## src/rtl/core/uas_pkg.sv

```systemverilog
// ----------------------------------------------------------------------------
// uas_pkg
// shared codes and field widths of the undirected adjacency store
// ----------------------------------------------------------------------------
package uas_pkg;

  localparam int NODE_W   = 4;   // node number field
  localparam int NCNT_W   = 5;   // node_count register
  localparam int DEGF_W   = 4;   // degree fields of a result
  localparam int EDGE_W   = 7;   // edge count field
  localparam int STAT_W   = 2;
  localparam int ACT_W    = 2;
  localparam int IN_TDATA_W  = 16;
  localparam int OUT_TDATA_W = 24;

  localparam logic [EDGE_W-1:0] EDGE_MAX = 7'd127;

  // action codes
  localparam logic [ACT_W-1:0] ACT_ADD    = 2'd0;
  localparam logic [ACT_W-1:0] ACT_REMOVE = 2'd1;
  localparam logic [ACT_W-1:0] ACT_QUERY  = 2'd2;

  // status codes
  localparam logic [STAT_W-1:0] ST_OK        = 2'd0;
  localparam logic [STAT_W-1:0] ST_RANGE     = 2'd1;
  localparam logic [STAT_W-1:0] ST_FULL      = 2'd2;
  localparam logic [STAT_W-1:0] ST_NOT_FOUND = 2'd3;

endpackage

```

## src/rtl/core/uas_ram.sv

```systemverilog
// ----------------------------------------------------------------------------
// uas_ram
// generic simple dual-port ram, one write and one registered read port
// ----------------------------------------------------------------------------
module uas_ram #(
  parameter int WIDTH = 4,
  parameter int DEPTH = 16
) (
  input  logic                                    clk_i,
  input  logic                                    we_i,
  input  logic [$clog2(DEPTH > 1 ? DEPTH : 2)-1:0] waddr_i,
  input  logic [WIDTH-1:0]                        wdata_i,
  input  logic [$clog2(DEPTH > 1 ? DEPTH : 2)-1:0] raddr_i,
  output logic [WIDTH-1:0]                        rdata_o
);

  logic [WIDTH-1:0] mem_q [DEPTH];
  logic [WIDTH-1:0] rdata_q;

  always_ff @(posedge clk_i) begin
    if (we_i) begin
      mem_q[waddr_i] <= wdata_i;
    end
    rdata_q <= mem_q[raddr_i];
  end

  assign rdata_o = rdata_q;

endmodule

```

## src/rtl/core/undirected_adjacency_store_unit.sv

```systemverilog
// ----------------------------------------------------------------------------
// undirected_adjacency_store_unit
// undirected graph kept as bounded per-node neighbor lists in ram
// ----------------------------------------------------------------------------
// Each input item adds, removes or queries one edge and yields exactly one
// result item with status, presence, both degrees, the maximum degree over
// the nodes in use and the edge count. Items are handled one at a time by a
// sequencer around two rams: the neighbor-slot ram and the degree ram (with
// per-node valid bits, so degrees read as zero after reset without a clearing
// pass). An item is accepted, its two degrees are fetched and a decision is
// made; then come either the slot and degree writes of an accepted add, or a
// list walk over node_a's list for a query, a refused add or a remove,
// followed by a second walk over node_b's list for a remove of a present
// edge between two different nodes; then a maximum-degree sweep through the
// degree ram read port, and the output. An out-of-range node goes straight
// to the sweep. The output side can hold off the result. A new item is
// taken while the previous result still waits in the output register.
module undirected_adjacency_store_unit #(
  parameter int NODES   = 16,
  parameter int MAX_DEG = 8
) (
  input  logic                               clk_i,
  input  logic                               rst_ni,
  // config: node_count
  input  logic                               cfg_we_i,
  input  logic [uas_pkg::NCNT_W-1:0]         cfg_wdata_i,
  // input items
  input  logic                               s_axis_tvalid_i,
  output logic                               s_axis_tready_o,
  // [1:0] action, [5:2] node_a, [9:6] node_b, rest zero
  input  logic [uas_pkg::IN_TDATA_W-1:0]     s_axis_tdata_i,
  // result items
  output logic                               m_axis_tvalid_o,
  input  logic                               m_axis_tready_i,
  // [1:0] status, [2] edge_present, [6:3] degree_a, [10:7] degree_b,
  // [14:11] max_degree, [21:15] edge_count, rest zero
  output logic [uas_pkg::OUT_TDATA_W-1:0]    m_axis_tdata_o
);

  // only node numbers that fit the node field can ever be addressed
  localparam int USED     = (NODES < 16) ? NODES : 16;
  localparam int NIW      = $clog2(USED);
  localparam int DW       = $clog2(MAX_DEG + 1);
  localparam int NB_DEPTH = USED * MAX_DEG;
  localparam int NAW      = $clog2(NB_DEPTH);
  localparam int CW       = $clog2(USED + 1);

  // sequencer states
  localparam logic [3:0] S_IDLE   = 4'd0;
  localparam logic [3:0] S_CAPA   = 4'd1;
  localparam logic [3:0] S_CAPB   = 4'd2;
  localparam logic [3:0] S_DECIDE = 4'd3;
  localparam logic [3:0] S_ADD2   = 4'd4;
  localparam logic [3:0] S_ADD3   = 4'd5;
  localparam logic [3:0] S_SCAN   = 4'd6;
  localparam logic [3:0] S_MAX    = 4'd7;
  localparam logic [3:0] S_DONE   = 4'd8;

  // slot address of a node's list entry
  function automatic logic [NAW-1:0] nb_addr(input logic [NIW-1:0] node,
                                            input logic [DW-1:0]  slot);
    return NAW'(node) * NAW'(MAX_DEG) + NAW'(slot);
  endfunction

  // control registers
  logic [3:0]                   state_q, state_d;
  logic [uas_pkg::NCNT_W-1:0]   nc_q, nc_d;
  logic [uas_pkg::EDGE_W-1:0]   edges_q, edges_d;
  logic [USED-1:0]              valid_q, valid_d;
  logic                         vrd_q;
  logic                         pend_q, pend_d;
  logic                         mpend_q, mpend_d;
  logic                         ovalid_q, ovalid_d;

  // item and working registers
  logic [uas_pkg::ACT_W-1:0]    act_q, act_d;
  logic [uas_pkg::NODE_W-1:0]   a_q, a_d, b_q, b_d;
  logic [DW-1:0]                da_q, da_d, db_q, db_d;
  logic [uas_pkg::STAT_W-1:0]   st_q, st_d;
  logic                         pres_q, pres_d;
  logic [DW-1:0]                rda_q, rda_d, rdb_q, rdb_d, mx_q, mx_d;
  logic [NIW-1:0]               node_q, node_d;
  logic [uas_pkg::NODE_W-1:0]   tgt_q, tgt_d;
  logic [DW-1:0]                len_q, len_d, idx_q, idx_d;
  logic [DW-1:0]                keep_q, keep_d, hits_q, hits_d;
  logic                         compact_q, compact_d, phase_b_q, phase_b_d;
  logic [CW-1:0]                cnt_q, cnt_d;
  logic [uas_pkg::OUT_TDATA_W-1:0] odata_q, odata_d;

  // ram ports
  logic                         nb_we;
  logic [NAW-1:0]               nb_waddr, nb_raddr;
  logic [uas_pkg::NODE_W-1:0]   nb_wdata, nb_rdata;
  logic                         deg_we;
  logic [NIW-1:0]               deg_waddr, deg_raddr;
  logic [DW-1:0]                deg_wdata, deg_rdata, deg_rd;

  // input fields
  logic [uas_pkg::ACT_W-1:0]    in_act;
  logic [uas_pkg::NODE_W-1:0]   in_a, in_b;
  logic                         in_accept;

  // helpers
  logic [uas_pkg::NCNT_W-1:0]   eff;
  logic                         same;
  logic [DW-1:0]                new_da, new_db, gone;
  logic                         full;
  logic                         issue, missue;

  assign in_act    = s_axis_tdata_i[1:0];
  assign in_a      = s_axis_tdata_i[5:2];
  assign in_b      = s_axis_tdata_i[9:6];
  assign s_axis_tready_o = (state_q == S_IDLE);
  assign in_accept = s_axis_tvalid_i && s_axis_tready_o;

  assign m_axis_tvalid_o = ovalid_q;
  assign m_axis_tdata_o  = odata_q;

  // effective node count: zero acts as one, clipped to the node range
  always_comb begin
    if (nc_q == '0) begin
      eff = uas_pkg::NCNT_W'(1);
    end else if (nc_q > uas_pkg::NCNT_W'(USED)) begin
      eff = uas_pkg::NCNT_W'(USED);
    end else begin
      eff = nc_q;
    end
  end

  // never-written degree entries read as zero
  assign deg_rd = vrd_q ? deg_rdata : '0;

  assign same   = (a_q == b_q);
  assign new_da = same ? (da_q + DW'(2)) : (da_q + DW'(1));
  assign new_db = same ? (da_q + DW'(2)) : (db_q + DW'(1));
  // a self-loop needs two free slots in the one list
  assign full   = same ? ((int'(da_q) + 2) > MAX_DEG)
                       : ((int'(da_q) >= MAX_DEG) || (int'(db_q) >= MAX_DEG));
  assign gone   = same ? (hits_q >> 1) : hits_q;

  assign issue  = (idx_q < len_q);
  assign missue = (uas_pkg::NCNT_W'(cnt_q) < eff);

  always_comb begin
    state_d   = state_q;
    nc_d      = cfg_we_i ? cfg_wdata_i : nc_q;
    edges_d   = edges_q;
    pend_d    = pend_q;
    mpend_d   = mpend_q;
    ovalid_d  = ovalid_q && !m_axis_tready_i;
    act_d     = act_q;
    a_d       = a_q;
    b_d       = b_q;
    da_d      = da_q;
    db_d      = db_q;
    st_d      = st_q;
    pres_d    = pres_q;
    rda_d     = rda_q;
    rdb_d     = rdb_q;
    mx_d      = mx_q;
    node_d    = node_q;
    tgt_d     = tgt_q;
    len_d     = len_q;
    idx_d     = idx_q;
    keep_d    = keep_q;
    hits_d    = hits_q;
    compact_d = compact_q;
    phase_b_d = phase_b_q;
    cnt_d     = cnt_q;
    odata_d   = odata_q;

    nb_we     = 1'b0;
    nb_waddr  = nb_addr(node_q, keep_q);
    nb_wdata  = nb_rdata;
    nb_raddr  = nb_addr(node_q, idx_q);
    deg_we    = 1'b0;
    deg_waddr = a_q[NIW-1:0];
    deg_wdata = keep_q;
    deg_raddr = b_q[NIW-1:0];

    unique case (state_q)
      S_IDLE: begin
        deg_raddr = in_a[NIW-1:0];
        if (in_accept) begin
          act_d   = in_act;
          a_d     = in_a;
          b_d     = in_b;
          cnt_d   = '0;
          mpend_d = 1'b0;
          mx_d    = '0;
          if ((uas_pkg::NCNT_W'(in_a) >= eff) || (uas_pkg::NCNT_W'(in_b) >= eff)) begin
            // out-of-range node: nothing changes, presence and degree fields zero
            st_d    = uas_pkg::ST_RANGE;
            pres_d  = 1'b0;
            rda_d   = '0;
            rdb_d   = '0;
            state_d = S_MAX;
          end else begin
            state_d = S_CAPA;
          end
        end
      end

      S_CAPA: begin
        da_d      = deg_rd;
        deg_raddr = b_q[NIW-1:0];
        state_d   = S_CAPB;
      end

      S_CAPB: begin
        db_d    = deg_rd;
        state_d = S_DECIDE;
      end

      S_DECIDE: begin
        // list walk setup, node_a's list looking for node_b
        node_d    = a_q[NIW-1:0];
        tgt_d     = b_q;
        len_d     = da_q;
        idx_d     = '0;
        keep_d    = '0;
        hits_d    = '0;
        pend_d    = 1'b0;
        phase_b_d = 1'b0;
        compact_d = 1'b0;
        st_d      = uas_pkg::ST_OK;
        unique case (act_q)
          uas_pkg::ACT_ADD: begin
            if (full) begin
              st_d    = uas_pkg::ST_FULL;
              state_d = S_SCAN;
            end else begin
              nb_we    = 1'b1;
              nb_waddr = nb_addr(a_q[NIW-1:0], da_q);
              nb_wdata = b_q;
              state_d  = S_ADD2;
            end
          end
          uas_pkg::ACT_REMOVE: begin
            compact_d = 1'b1;
            state_d   = S_SCAN;
          end
          default: begin
            // query, and the unused action code
            state_d = S_SCAN;
          end
        endcase
      end

      S_ADD2: begin
        nb_we     = 1'b1;
        nb_waddr  = nb_addr(b_q[NIW-1:0], same ? (da_q + DW'(1)) : db_q);
        nb_wdata  = a_q;
        deg_we    = 1'b1;
        deg_waddr = a_q[NIW-1:0];
        deg_wdata = new_da;
        state_d   = S_ADD3;
      end

      S_ADD3: begin
        // for a self-loop this rewrites the same degree
        deg_we    = 1'b1;
        deg_waddr = b_q[NIW-1:0];
        deg_wdata = new_db;
        if (edges_q != uas_pkg::EDGE_MAX) begin
          edges_d = edges_q + uas_pkg::EDGE_W'(1);
        end
        pres_d  = 1'b1;
        rda_d   = new_da;
        rdb_d   = new_db;
        state_d = S_MAX;
      end

      S_SCAN: begin
        // one slot read issued per cycle, its data back in the next cycle
        if (issue) begin
          idx_d = idx_q + DW'(1);
        end
        pend_d = issue;
        if (pend_q) begin
          if (nb_rdata == tgt_q) begin
            hits_d = hits_q + DW'(1);
          end else if (compact_q) begin
            // survivors move down in order; write slot trails the read slot
            nb_we    = 1'b1;
            nb_waddr = nb_addr(node_q, keep_q);
            nb_wdata = nb_rdata;
            keep_d   = keep_q + DW'(1);
          end
        end
        if (!issue && !pend_q) begin
          if (!compact_q) begin
            pres_d  = (hits_q != '0);
            rda_d   = da_q;
            rdb_d   = db_q;
            state_d = S_MAX;
          end else if (phase_b_q) begin
            deg_we    = 1'b1;
            deg_waddr = b_q[NIW-1:0];
            deg_wdata = keep_q;
            rdb_d     = keep_q;
            pres_d    = 1'b0;
            state_d   = S_MAX;
          end else if (hits_q == '0) begin
            // edge missing: walk rewrote every slot with its own value
            st_d    = uas_pkg::ST_NOT_FOUND;
            pres_d  = 1'b0;
            rda_d   = da_q;
            rdb_d   = db_q;
            state_d = S_MAX;
          end else begin
            deg_we    = 1'b1;
            deg_waddr = a_q[NIW-1:0];
            deg_wdata = keep_q;
            rda_d     = keep_q;
            pres_d    = 1'b0;
            if (edges_q > uas_pkg::EDGE_W'(gone)) begin
              edges_d = edges_q - uas_pkg::EDGE_W'(gone);
            end else begin
              edges_d = '0;
            end
            if (same) begin
              rdb_d   = keep_q;
              state_d = S_MAX;
            end else begin
              // second pass over node_b's list dropping node_a
              node_d    = b_q[NIW-1:0];
              tgt_d     = a_q;
              len_d     = db_q;
              idx_d     = '0;
              keep_d    = '0;
              hits_d    = '0;
              pend_d    = 1'b0;
              phase_b_d = 1'b1;
            end
          end
        end
      end

      S_MAX: begin
        // sweep of degrees over the nodes in use
        deg_raddr = cnt_q[NIW-1:0];
        if (missue) begin
          cnt_d = cnt_q + CW'(1);
        end
        mpend_d = missue;
        if (mpend_q && (deg_rd > mx_q)) begin
          mx_d = deg_rd;
        end
        if (!missue && !mpend_q) begin
          state_d = S_DONE;
        end
      end

      S_DONE: begin
        if (!ovalid_q || m_axis_tready_i) begin
          ovalid_d = 1'b1;
          odata_d  = {2'b00, edges_q, uas_pkg::DEGF_W'(mx_q), uas_pkg::DEGF_W'(rdb_q),
                      uas_pkg::DEGF_W'(rda_q), pres_q, st_q};
          state_d  = S_IDLE;
        end
      end

      default: begin
        state_d = S_IDLE;
      end
    endcase
  end

  always_comb begin
    valid_d = valid_q;
    if (deg_we) begin
      valid_d[deg_waddr] = 1'b1;
    end
  end

  always_ff @(posedge clk_i or negedge rst_ni) begin
    if (!rst_ni) begin
      state_q  <= S_IDLE;
      nc_q     <= uas_pkg::NCNT_W'(16);
      edges_q  <= '0;
      valid_q  <= '0;
      vrd_q    <= 1'b0;
      pend_q   <= 1'b0;
      mpend_q  <= 1'b0;
      ovalid_q <= 1'b0;
    end else begin
      state_q  <= state_d;
      nc_q     <= nc_d;
      edges_q  <= edges_d;
      valid_q  <= valid_d;
      vrd_q    <= valid_q[deg_raddr];
      pend_q   <= pend_d;
      mpend_q  <= mpend_d;
      ovalid_q <= ovalid_d;
    end
  end

  always_ff @(posedge clk_i) begin
    act_q     <= act_d;
    a_q       <= a_d;
    b_q       <= b_d;
    da_q      <= da_d;
    db_q      <= db_d;
    st_q      <= st_d;
    pres_q    <= pres_d;
    rda_q     <= rda_d;
    rdb_q     <= rdb_d;
    mx_q      <= mx_d;
    node_q    <= node_d;
    tgt_q     <= tgt_d;
    len_q     <= len_d;
    idx_q     <= idx_d;
    keep_q    <= keep_d;
    hits_q    <= hits_d;
    compact_q <= compact_d;
    phase_b_q <= phase_b_d;
    cnt_q     <= cnt_d;
    odata_q   <= odata_d;
  end

  // neighbor slots, MAX_DEG per node
  uas_ram #(
    .WIDTH (uas_pkg::NODE_W),
    .DEPTH (NB_DEPTH)
  ) u_nb_ram (
    .clk_i   (clk_i),
    .we_i    (nb_we),
    .waddr_i (nb_waddr),
    .wdata_i (nb_wdata),
    .raddr_i (nb_raddr),
    .rdata_o (nb_rdata)
  );

  // list length per node
  uas_ram #(
    .WIDTH (DW),
    .DEPTH (USED)
  ) u_deg_ram (
    .clk_i   (clk_i),
    .we_i    (deg_we),
    .waddr_i (deg_waddr),
    .wdata_i (deg_wdata),
    .raddr_i (deg_raddr),
    .rdata_o (deg_rdata)
  );

endmodule

```

## config.mk

```make
export PLATFORM = sky130hd
export DESIGN_NAME = undirected_adjacency_store_unit
export DESIGN_NICKNAME = d
export VERILOG_FILES = /design/src/rtl/core/uas_pkg.sv /design/src/rtl/core/uas_ram.sv /design/src/rtl/core/undirected_adjacency_store_unit.sv
export SDC_FILE = /design/constraint.sdc
export NUM_CORES = 1
export LEC_CHECK = 0
export BUFFER_PORTS_ARGS = -buffer_cell sky130_fd_sc_hd__buf_2
export CAP_MARGIN = 20
export CORE_MARGIN = 2
export CORE_UTILIZATION = 49
export DETAILED_ROUTE_END_ITERATION = 10
export GPL_TIMING_DRIVEN = 0
export PLACE_DENSITY = 0.63
export SETUP_SLACK_MARGIN = 0.3
export SYNTH_ARGS = -nofsm -noshare
export SYNTH_HDL_FRONTEND = slang
export SYNTH_SLANG_ARGS = --single-unit
```

## constraint.sdc

```tcl
create_clock -name clk_i -period 4.73 [get_ports clk_i]
set_input_delay 0.7095 -clock clk_i [delete_from_list [all_inputs] [get_ports clk_i]]
set_output_delay 0.7095 -clock clk_i [all_outputs]
set_load 0.005 [all_outputs]
```

==> out/results.ini, run 1 <==
[clock_network]
cts_tree = built
htree_levels = 3
ctsHoldBuffers = 0
clockBufferDepth = 3
root_buffer = clkbuf_16
cts_sinks = 706
cts_buffers = 74
clock_latency_ns = 0.62
clkTransAtPathRegs_ns = 0.06

[synthesis]
synth_seq_cells = 706
synth_top_area_cell = edfxtp_1
synth-seq-area-share = 0.675
async_flop_share = 0.0510
synth_top_area_frac = 0.641
synthFlopType = edfxtp_1
synth_area_leaders = edfxtp_1, mux4_2, dfrtp_1, ha_1, mux2i_1
netlist_area_mm2 = 0.0310
yosysUniqueCellTypes = 104
synth_edf_count = 662
syn_area_per_cell_um2 = 17.1
yosys_warnings = 0
synthCells = 1816

[final_layout]
fin_util = 0.572
syn_to_final_growth_pct = 15.8
design_area_mm2 = 0.0359
drive_gt1_frac = 0.302
layout.nets = 2028
insertedDiodeCount = 0

[setup_path]
critPathKind = reg -> reg
required_ns = 4.99
arrival_ns = 4.61
crit_path_end_kind = register
critPathMaxFanout = 10
crit_path_start_kind = register

[sta]
fin_setup_tns_ns = 0
finalClockSkew_ns = 0.0271
slew_viol_final = 0
slew_headroom = 0.261
hold_viol_final = 0
min_period_ns = 4.35
setup_viol = 0
fmax_ghz = 0.230
period_share = 0.921
holdWs_ns = 0.237
rsz0062_at_grt = true
tightest_slew_ns = 1.10

[floorplan]
die-width_um = 256
fp.coreArea_mm2 = 0.0629
die_y_um = 256
io_pins = 52
initial_utilization = 0.494
die-area_mm2 = 0.0653
num_rows = 92

[global_routing]
grt_pass1_vias = 18100
grt_pass1_wl_mm = 115
top_usage_layer = met2
grt_max_degree = 97
track_usage = 0.237
grt_overflow_total = 0
use_met3 = 0.0530
grtUsageMet1 = 0.327
use_met2 = 0.369
antenna_found_initial = 0

[placement]
io_buffer_count = 43
post-dp-hpwl_mm = 52.3
gp_congestion = 0.901
place_area_mm2 = 0.0325

[drt]
remaining_drc_errors = 0
dr_total_vias = 17900
vias_per_cell = 6.24
drt-initial-drc-count = 1821
wire_per_inst_um = 26.9
detail-route-antenna-nets = 0
drt_first_pass_iters = 6
finalWirelength_mm = 77.1

[power]
total_leakage_power_uw = 0.0117
finalPower_uw = 24500
power.density_mw_per_mm2 = 683
ir_worst_vdd_mv = 0.541

[flow_run]
cap_violations = 0

[min_path]
hp-class = in -> async

[run_status]
outcome = complete, no violations

[worst max-delay path, stage by stage (launching register included)]
cell and delay (ns):
edfxtp_1 0.50, clkbuf_4 0.29, xnor2_4 0.25, nand4_4 0.18, clkbuf_4 0.25, clkbuf_2 0.24, nand2_1 0.11, o21ai_1 0.08
ha_1 0.22, ha_1 0.29, and2_1 0.17, a31o_2 0.13, nand3_1 0.11, a221o_2 0.52, buf_6 0.24, nor3_2 0.38
[placed cells by master, fill, tap and decap left out, drive strengths merged, types with 19 or more instances in the layout]
cell and count:
a211oi 19, a21oi 23, buf 148, clkbuf 145, clkinv 24, dfrtp 35, edfxtp 662, ha 43
inv 33, mux2 23, mux2i 37, mux4 160, nand2 94, nand3 19, nor2 63, nor3 78
nor4 67, o21ai 43, o22ai 19, xnor2 20, xor2 19
[area by class of cell]
cell class                 instances  area [µm²]
clock buffer                     102        2060
sequential                       706       20900
buffer                           126         688
clock inverter                    32         355
inverter                          32         120
multi-input combinational        953       10300
tap                              846        1060
fill                            4888       26900
timing repair buffer              65         449
[cell families after synthesis]
| family | Yosys count | synth area share |
|---|---|---|
| XOR/XNOR | 39 | 0.0117 |
| other | 1 | 0.000121 |
| adder cells (fa/ha/maj) | 44 | 0.0180 |
| buffers and inverters | 158 | 0.0250 |
| AO/OA/AOI/OAI | 225 | 0.0549 |
| AND/OR/NAND/NOR | 423 | 0.0788 |
| flip-flops | 706 | 0.675 |
| multiplexers | 220 | 0.136 |
[report_power, final]
group	switching [µW]	leakage [µW]	internal, µW
Sequential	327	0.00647	8510
Combinational	6590	0.00401	3340
Clock	2390	0.00118	3390
Total	9300	0.0117	15200
[Yosys cell counts (8+ instances only)]
cell      count
edfxtp_1    662
o22ai_1      18
nand2_1      91
buf_2        60
nand3_1      13
nor2_1       62
nand2b_1     10
a221oi_1     15
nor3_2       17
mux2i_1      37
dfxtp_1       8
a31oi_1      10
dfrtp_1      35
a21oi_1      20
nor3_1       61
nand4_1       9
nor4_1       56
o21bai_1     17
and2_1       17
buf_6        12
a211oi_1     18
o21ai_0      41
xor2_1       19
a21o_1       12
nor2b_1      17
ha_1         43
mux2_2       22
a22oi_1       8
clkbuf_1     42
nor4_2       11
xnor2_1      17
mux4_2      160
inv_1        32
[flip-flops by register name, summed over array words and instances, names as in the netlist, 5 cells and up]
register and cells:
u_nb_ram.mem_q 512, nc_q 5, u_deg_ram.mem_q 64, m_axis_tdata_o 22, cnt_q 5, edges_q 7
valid_q 16
[worst paths after layout]
check / startpoint / to / slack, ns / cells past startpoint
setup / recovery: b_q[1] / u_nb_ram.mem_q[29][1] / 0.38 / 15
hold / removal: rst_ni / nc_q[1] / 0.24 / 1
setup reg to reg: b_q[1] / u_nb_ram.mem_q[29][1] / 0.38 / 15
hold reg to reg: st_q[0] / m_axis_tdata_o[0] / 0.42 / 0
max in group asynchronous: rst_ni / edges_q[5] / 3.88 / 1
min in group clk_i: s_axis_tdata_i[1] / act_q[1] / 0.28 / 1
[metrics by stage]
step	cells	worst slack, ns
6_report	2862	0.375
3_5_place_dp	2722	-0.502
5_1_grt	2862	0.262
3_3_place_gp	2706	-1.49
4_1_cts	2857	0.184
2_1_floorplan	1817	0.686
[repair_timing]
item	CTS	global route
resized for setup	126	35
gates cloned	0	0
pin swaps	5	3
setup buffers	1	3
endpoints found under the setup margin	511	512
[routing by layer]
metal | routed length (µm) | part of all wire
met2 | 36400 | 0.47
met1 | 31700 | 0.41
met3 | 6240 | 0.081
met5 | 0 | 0
met4 | 2720 | 0.035
Power figures use the tool's default switching activity.
==> run 2: changes to the inputs <==
Settings changed: REMOVE_ABC_BUFFERS from default to 1, SYNTH_HIERARCHICAL from default to 1.
==> out/results.ini, run 2 <==
[final_layout]
syn_to_final_growth_pct = 14.2
top_register = u_nb_ram/mem_q
largest_register_ff_count = 512  ; unchanged
drive_gt1_frac = 0.245  ; -0.0573
final_common_cell = edfxtp_1
fillCellCount = 4580  ; -6.3%
layout.nets = 1883  ; -7.1%
fin_util = 0.568  ; -0.00408
final_cell_mix = edfxtp_1, mux4_2, nor2_1, nand2_1, clkbuf_16

[setup_path]
crit_path_end_kind = register
path_depth = 10  ; -5
r2r-start = b_q[1]
critPathBufInv = 0  ; -4
cpPeakStageDelay_ns = 0.59  ; +0.07 ns
critPathMaxFanout = 14  ; +4
path_common_cell = nand2_1
path_delay_family = simple AND/OR/NAND/NOR gates
worstPathCellList = xnor2_1, nand4_1, mux2_2, and3_2, nor2_4, nand2_1, nand2_1, nor2b_2, nand3_1, nor2_1
required_ns = 4.99  ; about the same
reg2reg_setup_slack_ns = 0.33  ; -0.05 ns
critPathKind = reg -> reg
crit_path_start_kind = register
crit_start = b_q[1]
arrival_ns = 4.66  ; +0.05 ns
r2r_cells = 10  ; -5
r2r_end = u_nb_ram/mem_q[112][3]
slowest_stage = edfxtp_1
cp-endpoint = u_nb_ram/mem_q[112][3]

[floorplan]
fp.coreArea_mm2 = 0.0606  ; -3.6%
num_rows = 90  ; -2.2%
die-width_um = 252  ; -1.5%
io_pins = 52  ; unchanged
initial_utilization = 0.497  ; +0.00344
die-area_mm2 = 0.0635  ; -2.9%
die_y_um = 252  ; -1.5%

[synthesis]
netlist_area_mm2 = 0.0301  ; -2.9%
synth_top_area_cell = edfxtp_1
synth_edf_count = 662  ; unchanged
synthFlopType = edfxtp_1
synth_top_area_frac = 0.660  ; +0.0194
yosysUniqueCellTypes = 83  ; -20%
yosys_warnings = 6  ; +6
synth_area_leaders = edfxtp_1, mux4_2, dfrtp_1, nor2_1, ha_1
synth_most_common_cell = edfxtp_1
synthCells = 1733  ; -4.6%
syn_area_per_cell_um2 = 17.4  ; +1.7%
synth_common_cells = edfxtp_1, nor2_1, mux4_2
synth_seq_cells = 706  ; unchanged
async_flop_share = 0.0510  ; unchanged
synth-seq-area-share = 0.695  ; +0.0204

[drt]
finalWirelength_mm = 64.3  ; -17%
drt-initial-drc-count = 1443  ; -21%
dr_total_vias = 15900  ; -11%
remaining_drc_errors = 0  ; unchanged
drt_first_pass_iters = 5  ; -1
detail-route-antenna-nets = 0  ; unchanged
vias_per_cell = 5.97  ; -4.3%
wire_per_inst_um = 24.2  ; -10%

[clock_network]
ctsHoldBuffers = 0  ; unchanged
root_buffer = clkbuf_16
cts_buffers = 72  ; -2.7%
cts_sinks = 706  ; unchanged
clkTransAtPathRegs_ns = 0.06  ; about the same
htree_levels = 3  ; unchanged
cts_tree = built
clock_latency_ns = 0.61  ; about the same
clockBufferDepth = 3  ; unchanged

[min_path]
hp-class = in -> async

[sta]
holdWs_ns = 0.224  ; -0.0126 ns
setup_viol = 0  ; unchanged
slew_headroom = 0.292  ; +0.0303
rsz0062_at_grt = true
slew_viol_final = 0  ; unchanged
fin_ws_ns = 0.326  ; -0.0490 ns
fmax_ghz = 0.227  ; -1.1%
tightest_slew_ns = 1.05  ; -0.0498 ns
period_share = 0.931  ; +0.0104
min_period_ns = 4.40  ; +0.0490 ns
finalClockSkew_ns = 0.0150  ; -0.0121 ns
hold_viol_final = 0  ; unchanged

[global_routing]
grt_pass1_wl_mm = 98.5  ; -15%
track_usage = 0.207  ; -0.0299
grt_overflow_total = 0  ; unchanged
antenna_found_initial = 2  ; +2
grt_pass1_vias = 16000  ; -12%
grt_max_degree = 97  ; unchanged

[placement]
post-dp-hpwl_mm = 42.6  ; -18%
place_ws_ns = -0.887  ; -0.385 ns
gp_congestion = 0.825  ; -8.4%
io_buffer_count = 43  ; unchanged

[run_status]
outcome = complete, no violations

[flow_run]
cap_violations = 0  ; unchanged

[power]
ir_worst_vdd_mv = 0.489  ; -9.7%
power.density_mw_per_mm2 = 672  ; -1.6%
total_leakage_power_uw = 0.0113  ; -2.8%
finalPower_uw = 23100  ; -5.8%

[run 2: cell type report]
type / count / area, µm² / area share
Inverter: 29 / 109 / 0.00316
Clock buffer: 93 / 1930 / 0.0561
Antenna cell: 1 / 2.50 / 0.0000727
Sequential cell: 706 / 20900 / 0.609
Tap cell: 782 / 978 / 0.0284
Multi-Input combinational cell: 912 / 8840 / 0.257
Clock inverter: 39 / 367 / 0.0107
Timing Repair Buffer: 92 / 1230 / 0.0356
[run 2: worst min-delay path by stage]
stage	startpoint	slack, ns	depth (start not counted)	endpoint
final	rst_ni	0.22	1	edges_q[5]
after global routing	s_axis_tdata_i[0]	0.26	1	act_q[0]
after CTS	rst_ni	0.25	1	edges_q[5]
after detailed placement	st_q[0]	0.42	0	m_axis_tdata_o[0]
after global placement	rda_q[1]	0.41	0	m_axis_tdata_o[4]
after floorplan	st_q[0]	0.40	0	m_axis_tdata_o[0]
[run 2: through the flow]
step / area (µm²) / setup TNS [ns] / cells
4_1_cts: 34200 / 0 / 2650
6_report: 34400 / 0 / 2654
5_1_grt: 34400 / 0 / 2653
2_1_floorplan: 29700 / -339.81 / 1646
3_5_place_dp: 31800 / -245.39 / 2509
3_3_place_gp: 30900 / -2062.42 / 2471
[run 2: cell families after synthesis]
group / count (synthesis) / synth area share
flops: 706 / 0.695
mux: 219 / 0.152
other cells: 1 / 0.000125
buf+inv: 117 / 0.0182
simple gates: 454 / 0.0697
compound gates: 156 / 0.0361
fa+ha+maj: 44 / 0.0185
xor+xnor: 36 / 0.0105
[run 2: power by group]
part	switching (µW)	internal [µW]
Combinational	4990	3580
Sequential	479	8560
Clock	2330	3180
[run 2: routing by layer]
metal	up-vias	routed length, µm	global-route usage	share of wire
met4	2	1100	0.0577	0.017
li1	7032	-	-	-
met1	8284	28100	0.297	0.44
met5	-	78	0.0131	0.0012
met3	70	3990	0.0378	0.062
met2	468	31100	0.327	0.48
[run 2: what timing repair did]
action | 4_1_cts | 5_1_grt
endpoints found under the setup margin | 512 | 440
cloned | 1 | 0
gates resized for setup | 14 | 37
setup buffers | 8 | 2
pin swaps | 3 | 1
==> run 3: changes to the inputs <==
Settings changed: GPL_TIMING_DRIVEN 0 to default.
==> out/results.ini, run 3 (synthesis gave the netlist of run 2 again) <==
[run_status]
outcome = complete, no violations

[drt]
finalWirelength_mm = 62.9  ; -2.2%
drt_first_pass_iters = 5  ; unchanged
drt-initial-drc-count = 1464  ; +1.5%
wire_per_inst_um = 23.8  ; -1.8%
vias_per_cell = 5.93  ; -0.77%
remaining_drc_errors = 0  ; unchanged
detail-route-antenna-nets = 0  ; unchanged
dr_total_vias = 15700  ; -1.2%

[floorplan]
num_rows = 90  ; unchanged
die-width_um = 252  ; unchanged
die_y_um = 252  ; unchanged
die-area_mm2 = 0.0635  ; unchanged
fp.coreArea_mm2 = 0.0606  ; unchanged
initial_utilization = 0.497  ; unchanged
io_pins = 52  ; unchanged

[clock_network]
cts_tree = built
cts_buffers = 71  ; -1.4%
cts_sinks = 706  ; unchanged
root_buffer = clkbuf_16
clkTransAtPathRegs_ns = 0.06  ; about the same
clock_latency_ns = 0.61  ; about the same
cts_resized = 0  ; -14
post_cts_buffers = 0  ; -8
clockBufferDepth = 3  ; unchanged
ctsHoldBuffers = 0  ; unchanged
htree_levels = 3  ; unchanged

[sta]
hold_viol_final = 0  ; unchanged
slew_viol_final = 0  ; unchanged
finalClockSkew_ns = 0.0211  ; +0.00612 ns
setup_viol = 0  ; unchanged
min_period_ns = 4.21  ; -0.190 ns
slew_headroom = 0.334  ; +0.0418
tightest_slew_ns = 0.991  ; -0.0643 ns
fmax_ghz = 0.237  ; +4.5%
period_share = 0.891  ; -0.0401
rsz0062_at_grt = false

[global_routing]
grt_max_degree = 131  ; +35%
track_usage = 0.202  ; -0.00509
grt_overflow_total = 0  ; unchanged
antenna_found_initial = 0  ; -2
grt_pass1_wl_mm = 96.2  ; -2.3%
grt_pass1_vias = 15800  ; -1.2%

[power]
ir_worst_vdd_mv = 0.438  ; -10%
total_leakage_power_uw = 0.0111  ; -2.3%
power.density_mw_per_mm2 = 666  ; -0.90%
finalPower_uw = 22400  ; -3.1%

[final_layout]
fin_util = 0.555  ; -0.0124
syn_to_final_growth_pct = 11.7
largest_register_ff_count = 512  ; unchanged
drive_gt1_frac = 0.212  ; -0.0325
top_register = u_nb_ram/mem_q
insertedDiodeCount = 0  ; -1
final_common_cell = edfxtp_1
layout.nets = 1880  ; -0.16%
final_cell_mix = edfxtp_1, nor2_1, mux4_2, nand2_1, clkbuf_16

[setup_path]
critPathBufInv = 2  ; +2
path_common_cell = nand2_1
slowest_stage = edfxtp_1
arrival_ns = 4.47  ; -0.19 ns
required_ns = 4.98  ; about the same
critPathMaxFanout = 14  ; unchanged
path_delay_family = simple AND/OR/NAND/NOR gates
crit_path_start_kind = register
cpPeakStageDelay_ns = 0.53  ; -0.06 ns
crit_path_end_kind = register
critPathKind = reg -> reg
worstPathCellList = inv_1, ha_1, nand2b_1, a32oi_1, mux2_2, and3_2, nor2_4, nand2_1, nand2_1, nor2_1, nand2_1, buf_4, nor2_1

[placement]
io_buffer_count = 43  ; unchanged
post-dp-hpwl_mm = 39.9  ; -6.3%
gp_congestion = 0.848  ; +2.7%

[min_path]
hp-class = in -> async

[flow_run]
cap_violations = 0  ; unchanged

## run 3: cell types whose count changed in the layout (fill, tap and decap cells not counted), moves of 7 or more
cell,before,now
buf_16,27,1
clkinv_1,8,15
clkinv_2,15,6
buf_8,7,0
nor2_1,154,185
buf_4,11,41
nor2_2,33,2
## run 3: final timing paths
kind	slack, ns	cells past startpoint	start	end
worst min register to register	0.43	0	rdb_q[1]	m_axis_tdata_o[8]
min in group clk_i	0.28	1	s_axis_tdata_i[1]	act_q[1]
max in group asynchronous	3.88	1	rst_ni	valid_q[9]
worst min-delay path	0.23	1	rst_ni	edges_q[2]
worst max register to register	0.52	13	da_q[1]	u_nb_ram/mem_q[72][3]
worst max-delay path	0.52	13	da_q[1]	u_nb_ram/mem_q[72][3]
## run 3: per-layer routing
metal  global-route usage  wire length, µm
met5                    0                0
met4               0.0597             1190
met3               0.0343             4520
met2                0.311            29700
met1                0.299            27500
## run 3: through the flow
stage | cells | setup slack, ns | hold WS, ns | instance area, µm² | TNS (ns)
2_1_floorplan | 1646 | -3.09 | 0.400 | 29700 | -339.81
3_3_place_gp | 2518 | 0.533 | 0.411 | 31300 | 0
3_5_place_dp | 2518 | 0.422 | 0.408 | 31300 | 0
4_1_cts | 2642 | 0.363 | 0.231 | 33600 | 0
5_1_grt | 2643 | 0.308 | 0.267 | 33600 | 0
6_report | 2643 | 0.516 | 0.233 | 33600 | 0
## run 3: area by class of cell
type | instances | area (µm²)
clock buffers | 89 | 1900
inverters | 29 | 109
fillers | 4663 | 26900
well taps | 782 | 978
repair buffers | 91 | 671
multi-input cells | 911 | 8670
clock inverters | 35 | 378
flip-flops and latches | 706 | 20900
## run 3: worst reg2reg max path, delay by kind of cell, from the launching register on
family / cells / cell delay [ns]
fa+ha+maj: 1 / 0.32
simple gates: 8 / 2.15
mux: 1 / 0.21
buf+inv: 2 / 0.48
compound gates: 1 / 0.18
flops: 1 / 0.53
## run 3: where the power goes
| group | total, µW | switching, µW | leakage, µW | internal [µW] |
|---|---|---|---|---|
| Sequential | 8920 | 359 | 0.00649 | 8560 |
| Clock | 5540 | 2270 | 0.00111 | 3280 |
| Combinational | 7940 | 4840 | 0.00347 | 3100 |
